$ cat src/rtl/mhpq_pkg.sv
// Shared types and constants of the max-heap priority queue.
`default_nettype none

package mhpq_pkg;

	localparam int unsigned KEY_W   = 32;
	localparam int unsigned VALUE_W = 32;
	localparam int unsigned TAG_W   = 16;

	typedef enum logic {
		OP_INSERT  = 1'b0,
		OP_EXTRACT = 1'b1
	} op_t;

	typedef enum logic [1:0] {
		ST_OK    = 2'd0,
		ST_FULL  = 2'd1,
		ST_EMPTY = 2'd2
	} status_t;

	typedef struct packed {
		logic [KEY_W-1:0]   key;
		logic [VALUE_W-1:0] value;
		logic [TAG_W-1:0]   tag;
	} entry_t;

	localparam int unsigned ENTRY_W = $bits(entry_t);

	// one classified item from the front queue
	typedef struct packed {
		logic   valid;
		op_t    op;
		entry_t entry;
	} itm_t;

	typedef struct packed {
		status_t status;
		entry_t  entry;
		logic    now_empty;
	} res_t;

	typedef enum logic [2:0] {
		S_IDLE,
		S_UP_REQ,
		S_UP_CMP,
		S_EX_ROOT,
		S_EX_LAST,
		S_DN_LREQ,
		S_DN_LCMP,
		S_DN_RCMP
	} state_t;

	// signed compare of two raw key patterns: a > b
	function automatic logic key_gt(input logic [KEY_W-1:0] a, input logic [KEY_W-1:0] b);
		return $signed(a) > $signed(b);
	endfunction

endpackage

`default_nettype wire

$ cat src/rtl/mhpq_front.sv
// Front end: two-entry input queue that accepts and classifies items.
`default_nettype none

module mhpq_front (
	input  wire logic                                clk,
	input  wire logic                                arst_n,
	input  wire logic                                push,
	output logic                                     full,
	input  wire logic                                cmd,
	input  wire logic [mhpq_pkg::KEY_W-1:0]          key,
	input  wire logic [mhpq_pkg::VALUE_W-1:0]        value,
	input  wire logic [mhpq_pkg::TAG_W-1:0]          tag,
	output mhpq_pkg::itm_t                           itm,
	input  wire logic                                take
);
	import mhpq_pkg::*;

	typedef struct packed {
		op_t    op;
		entry_t entry;
	} slot_t;

	slot_t      slot_q [2];
	logic       wr_ptr_q;
	logic       rd_ptr_q;
	logic [1:0] cnt_q;
	logic       do_push;
	logic       do_pop;
	slot_t      in_slot;

	assign full    = (cnt_q == 2'd2);
	assign do_push = push & ~full;
	assign do_pop  = take & (cnt_q != 2'd0);

	always_comb begin
		in_slot.op          = op_t'(cmd);
		in_slot.entry.key   = key;
		in_slot.entry.value = value;
		in_slot.entry.tag   = tag;
	end

	always_ff @(posedge clk) begin
		if (do_push) begin
			slot_q[wr_ptr_q] <= in_slot;
		end
	end

	always_ff @(posedge clk or negedge arst_n) begin
		if (!arst_n) begin
			wr_ptr_q <= 1'b0;
			rd_ptr_q <= 1'b0;
			cnt_q    <= 2'd0;
		end else begin
			if (do_push) begin
				wr_ptr_q <= ~wr_ptr_q;
			end
			if (do_pop) begin
				rd_ptr_q <= ~rd_ptr_q;
			end
			case ({do_push, do_pop})
				2'b10:   cnt_q <= cnt_q + 2'd1;
				2'b01:   cnt_q <= cnt_q - 2'd1;
				default: cnt_q <= cnt_q;
			endcase
		end
	end

	always_comb begin
		itm.valid = (cnt_q != 2'd0);
		itm.op    = slot_q[rd_ptr_q].op;
		itm.entry = slot_q[rd_ptr_q].entry;
	end

endmodule

`default_nettype wire

$ cat config.mk
export PLATFORM = sky130hd
export DESIGN_NAME = mhpq_front
export DESIGN_NICKNAME = d
export VERILOG_FILES = /design/src/rtl/mhpq_pkg.sv /design/src/rtl/mhpq_front.sv
export SDC_FILE = /design/constraint.sdc
export NUM_CORES = 1
export LEC_CHECK = 0
export BUFFER_PORTS_ARGS = -buffer_cell sky130_fd_sc_hd__buf_2
export CORE_AREA = 2 2 117 119
export DETAILED_ROUTE_END_ITERATION = 16
export DIE_AREA = 0 0 119 121
export PLACE_DENSITY = 0.75
export SETUP_SLACK_MARGIN = 0.3
export SKIP_LAST_GASP = 1
export SYNTH_ARGS = -nofsm -noshare
export SYNTH_HDL_FRONTEND = slang
export SYNTH_SLANG_ARGS = --single-unit
$ cat constraint.sdc
create_clock -name clk -period 5.11 [get_ports clk]
set_input_delay 1.022 -clock clk [delete_from_list [all_inputs] [get_ports clk]]
set_output_delay 1.022 -clock clk [all_outputs]
set_load 0.01 [all_outputs]
; Word level (Yosys, flattened, before mapping)
; Memory sizes are Yosys's and may differ from the RTL's.
; Cells that the tools add are included.
[word_totals]
ram_bits = 162
mem_count = 1
in_bits = 85
out_inout_bits = 83
regBits = 4
word_cells = 19
[op_classes]
n_eq_ne = 3
mux = 3
n_bitwise = 5
add_sub_neg = 2
n_reduce_logical = 2
[memory_table]
columns = name, depth, width, read_ports, rd_ports_with_merged_regs, write_ports, line_no
row1 = slot_q, 2, 81, 1, 0, 1, mhpq_front.sv:23  ; slot_t slot_q [2];
[op_table]
columns = op, count
row1 = "equality test 2 bit, second input constant", 2
row2 = one-hot mux 2 bit (2 select lines), 1
row3 = nonzero test 2 bit, 2
row4 = NOT 1 bit, 3
row5 = "adder 2 x 1 -> 2 bit, second input constant", 1
row6 = AND 1 bit, 2
row7 = "equality test 2 x 1 -> 1 bit, second input constant", 1
row8 = two-way mux 1 bit, 2
row9 = "subtractor 2 x 1 -> 2 bit, second input constant", 1

; Longest topological paths before layout
[logic_depth]
depth_word = 5
depth_mapped = 6
mapped_depth_nobuf = 6

; Least setup slack after synthesis
; OpenSTA, ideal clock, no wires.
[synth_path]
path_type = input-to-reg
startpoint = input push
endpoint = memory slot_q[0][0] (netlist bit) (enable)
setup_ps = 521
stages = 2
t_required_ps = 4589
path_buffers = 0
arrival_ps = 4494
setup_slack_ps = 95
path_cell_list = nand2_1 -> nor2_1
[synth_between]
elab_chain_cells = 3
[synth_rtl]
columns = element, line_no
row1 = from (decl), mhpq_front.sv:7  ; input wire logic push,
row2 = AND 1 bit, mhpq_front.sv:32  ; assign do_push = push & ~full;
row3 = two-way mux 1 bit, mhpq_front.sv:43  ; if (do_push) begin
row4 = two-way mux 1 bit (implied by the code), mhpq_front.sv:44  ; slot_q[wr_ptr_q] <= in_slot;
row5 = to (decl), mhpq_front.sv:23
; No other way between the ends.

==> flow_metrics.tcl <==
set metrics [dict create \
    drtAntennaViolNets 0 \
    synth_area_sq_um 6440 \
    crit_path_cell_trace "buf_4 -> mux2_4 -> buf_2" \
    cts_resized 0 \
    numCtsBuffers 17 \
    gr-usage-all-layers 0.145 \
    via_count 3065 \
    io_buffers 167 \
    slew-limit-headroom 0.227 \
    power_mw 4.64 \
    clk_pin_slew_worst_paths_ps 60 \
    clkPwrFrac 0.262 \
    p_leak_nw 3.21 \
    crit_family "flip-flops" \
    start_util 0.492 \
    grt_use_met2 0.237 \
    cell_internal_pwr_mw 3.37 \
    power_density_nw_per_um2 585 \
    antenna_found_initial 1 \
    cp_slowest_cell "dfrtp_4" \
    cts_sinks 166 \
    synthCells 270 \
    final_util 0.607 \
    dp_slack_ps 2090 \
    hold_path_class "in -> async" \
    busiest_layer "met2" \
    finalClockSkew_ps 6.72 \
    gp_congestion 0.673 \
    final.period_utilization 0.670 \
    viasPerCell 4.80 \
    ys_ff_latch 166 \
    grt_max_degree 82 \
    power_switching_mw 1.28 \
    routed_wirelength_mm 10.4 \
    crit_end "itm[39]" \
    r2r_setup_slack_ps 3120 \
    slew_violations 0 \
    required_ps 4090 \
    cpPeakStageDelay_ps 990 \
    syn-num-nets 356 \
    wl_per_cell_um 16.3 \
    fin_crit_ps 3420 \
    dieArea_sq_um 14400 \
    clockBufferDepth 2 \
    post-dp-hpwl_mm 6.72 \
    core_sq_um 13100 \
    dieHeight_um 121 \
    postCtsSetupBuffers 0 \
    worstMarginPinSlew_ps 1160 \
    place_inst 608 \
    first_pass_iters 4 \
    num-fill-cells 967 \
    instances_no_fill 639 \
    cts-root-buf "clkbuf_16" \
    grt_use_met3 0.0578 \
    startpoint_type "flip-flop" \
    cp.depth 3 \
    grt_use_met1 0.169 \
    seq_power_share 0.441 \
    cap_violations 0 \
    reg2reg_to "slot_q[1][46]" \
    worstSetupStartpoint "rd_ptr_q" \
    rr_worst_depth 2 \
    drc_errors 0 \
    switching_share 0.275 \
    vdd_ir_drop_max_mv 0.289 \
    io_pins 168 \
    num-nets-final 537 \
    ys_warn_count 0 \
    area_delta_synth_final_pct 23.3 \
    grt_pass1_vias 3152 \
    outcome "completed" \
    drive_gt1_frac 0.610 \
    syn_area_per_cell_sq_um 23.9 \
    netlist-cell-type-count 16 \
    grt_setup_unrepaired "no" \
    cp-end-kind "output pin" \
    grt_pass1_wl_mm 15.6 \
    dieWidth_um 119 \
    crit_buf_inv 2 \
    reg2reg_from "cnt_q[0]" \
    fmax_mhz 292 \
    hold_viol_final 0 \
    setup_violations 0 \
    hold_buffers 0 \
    critPathKind "reg -> out" \
    clock_latency_ps 410 \
    fin_tns_setup_ps 0 \
    drt_iter0_drc 193 \
    tritoncts "yes" \
    arrival_ps 2400 \
    rows 42 \
    cp_max_fo 44 \
    p_comb_frac 0.298 \
    htreeDepth 4 \
    grt_overflow 0 \
    fin_ws_ps 1690 \
    yosysSeqAreaShare 0.770 \
]
==> cell type report <==
class / instances / area, sq um / area share
antenna: 1 / 2.50 / 0.000315
clock buffer: 19 / 433 / 0.0545
clock inverter: 11 / 135 / 0.0170
inverter: 1 / 3.75 / 0.000472
multi-input combinational: 94 / 1320 / 0.166
sequential: 166 / 4970 / 0.625
tap: 176 / 220 / 0.0277
timing repair buffer: 171 / 866 / 0.109
==> power groups by stage <==
stage / combinational (mW) / sequential, mW / clock [mW]
finish: 1.38 / 2.05 / 1.22
global placement: 1.38 / 2.06 / 0
global route: 1.49 / 2.08 / 1.30
detailed placement: 1.40 / 2.08 / 0
floorplan: 1.16 / 1.97 / 0
CTS: 1.41 / 2.05 / 1.25
==> routing by layer <==
layer | up-vias | share of wire
met4 | 0 | 0.019
met2 | 113 | 0.50
met1 | 1509 | 0.40
met3 | 17 | 0.078
met5 | - | 0
li1 | 1426 | -
==> cell families after synthesis <==
group / count (synthesis) / synth area share
DFF: 166 / 0.770
xor gates and xnor gates: 5 / 0.00680
and+or+nand+nor: 7 / 0.00602
muxes: 81 / 0.188
buffers and inverters: 10 / 0.0272
adders and majority gates: 1 / 0.00194
==> flip-flops by register name (all words and copies together), names as in the netlist <==
register	flops
cnt_q	2
rd_ptr_q	1
slot_q	162
wr_ptr_q	1
==> worst min-delay path by stage <==
stage                to     start  slack (ps)  depth (start not counted)
2_1_floorplan  cnt_q[1]  cnt_q[1]         460                          1
3_3_place_gp   cnt_q[1]  cnt_q[1]         480                          1
3_5_place_dp   cnt_q[1]  cnt_q[1]         500                          1
4_1_cts        cnt_q[0]    arst_n         390                          1
5_1_grt        cnt_q[1]    arst_n         390                          1
6_report       cnt_q[0]    arst_n         410                          1
==> cell usage in the layout (no fill, tap or decap) <==
cell	count
and2_4	1
and3_4	1
buf_2	167
buf_4	4
bufinv_16	3
clkbuf_1	2
clkbuf_16	17
clkinv_1	2
clkinv_2	3
clkinvlp_4	3
dfrtp_1	3
dfrtp_4	1
diode_2	1
edfxtp_1	162
ha_1	1
inv_1	1
mux2_2	2
mux2_4	79
nand2_1	1
nand2b_1	1
nor2_1	1
nor2_4	1
or2_1	1
xnor2_1	3
xor2_1	2
==> synth_stat cells <==
cell      instances  area, sq um
and3_1            1         6.26
nand2b_1          1         6.26
or2_1             1         6.26
nor2_1            2         7.51
ha_1              1         12.5
edfxtp_1        162         4860
nand2_1           1         3.75
mux2_2            2         22.5
dfrtp_1           4          100
buf_6             1         11.3
xor2_1            2         17.5
buf_12            8          160
xnor2_1           3         26.3
inv_1             1         3.75
mux2_4           79         1190
and2_4            1         8.76
==> through the flow <==
| stage | area, sq um | hold slack [ps] |
|---|---|---|
| CTS | 7940 | 390 |
| global placement | 7370 | 475 |
| finish | 7950 | 409 |
| floorplan | 6450 | 456 |
| detailed placement | 7370 | 498 |
| global route | 7940 | 389 |
No activity file was read; power rests on OpenSTA's default activity.
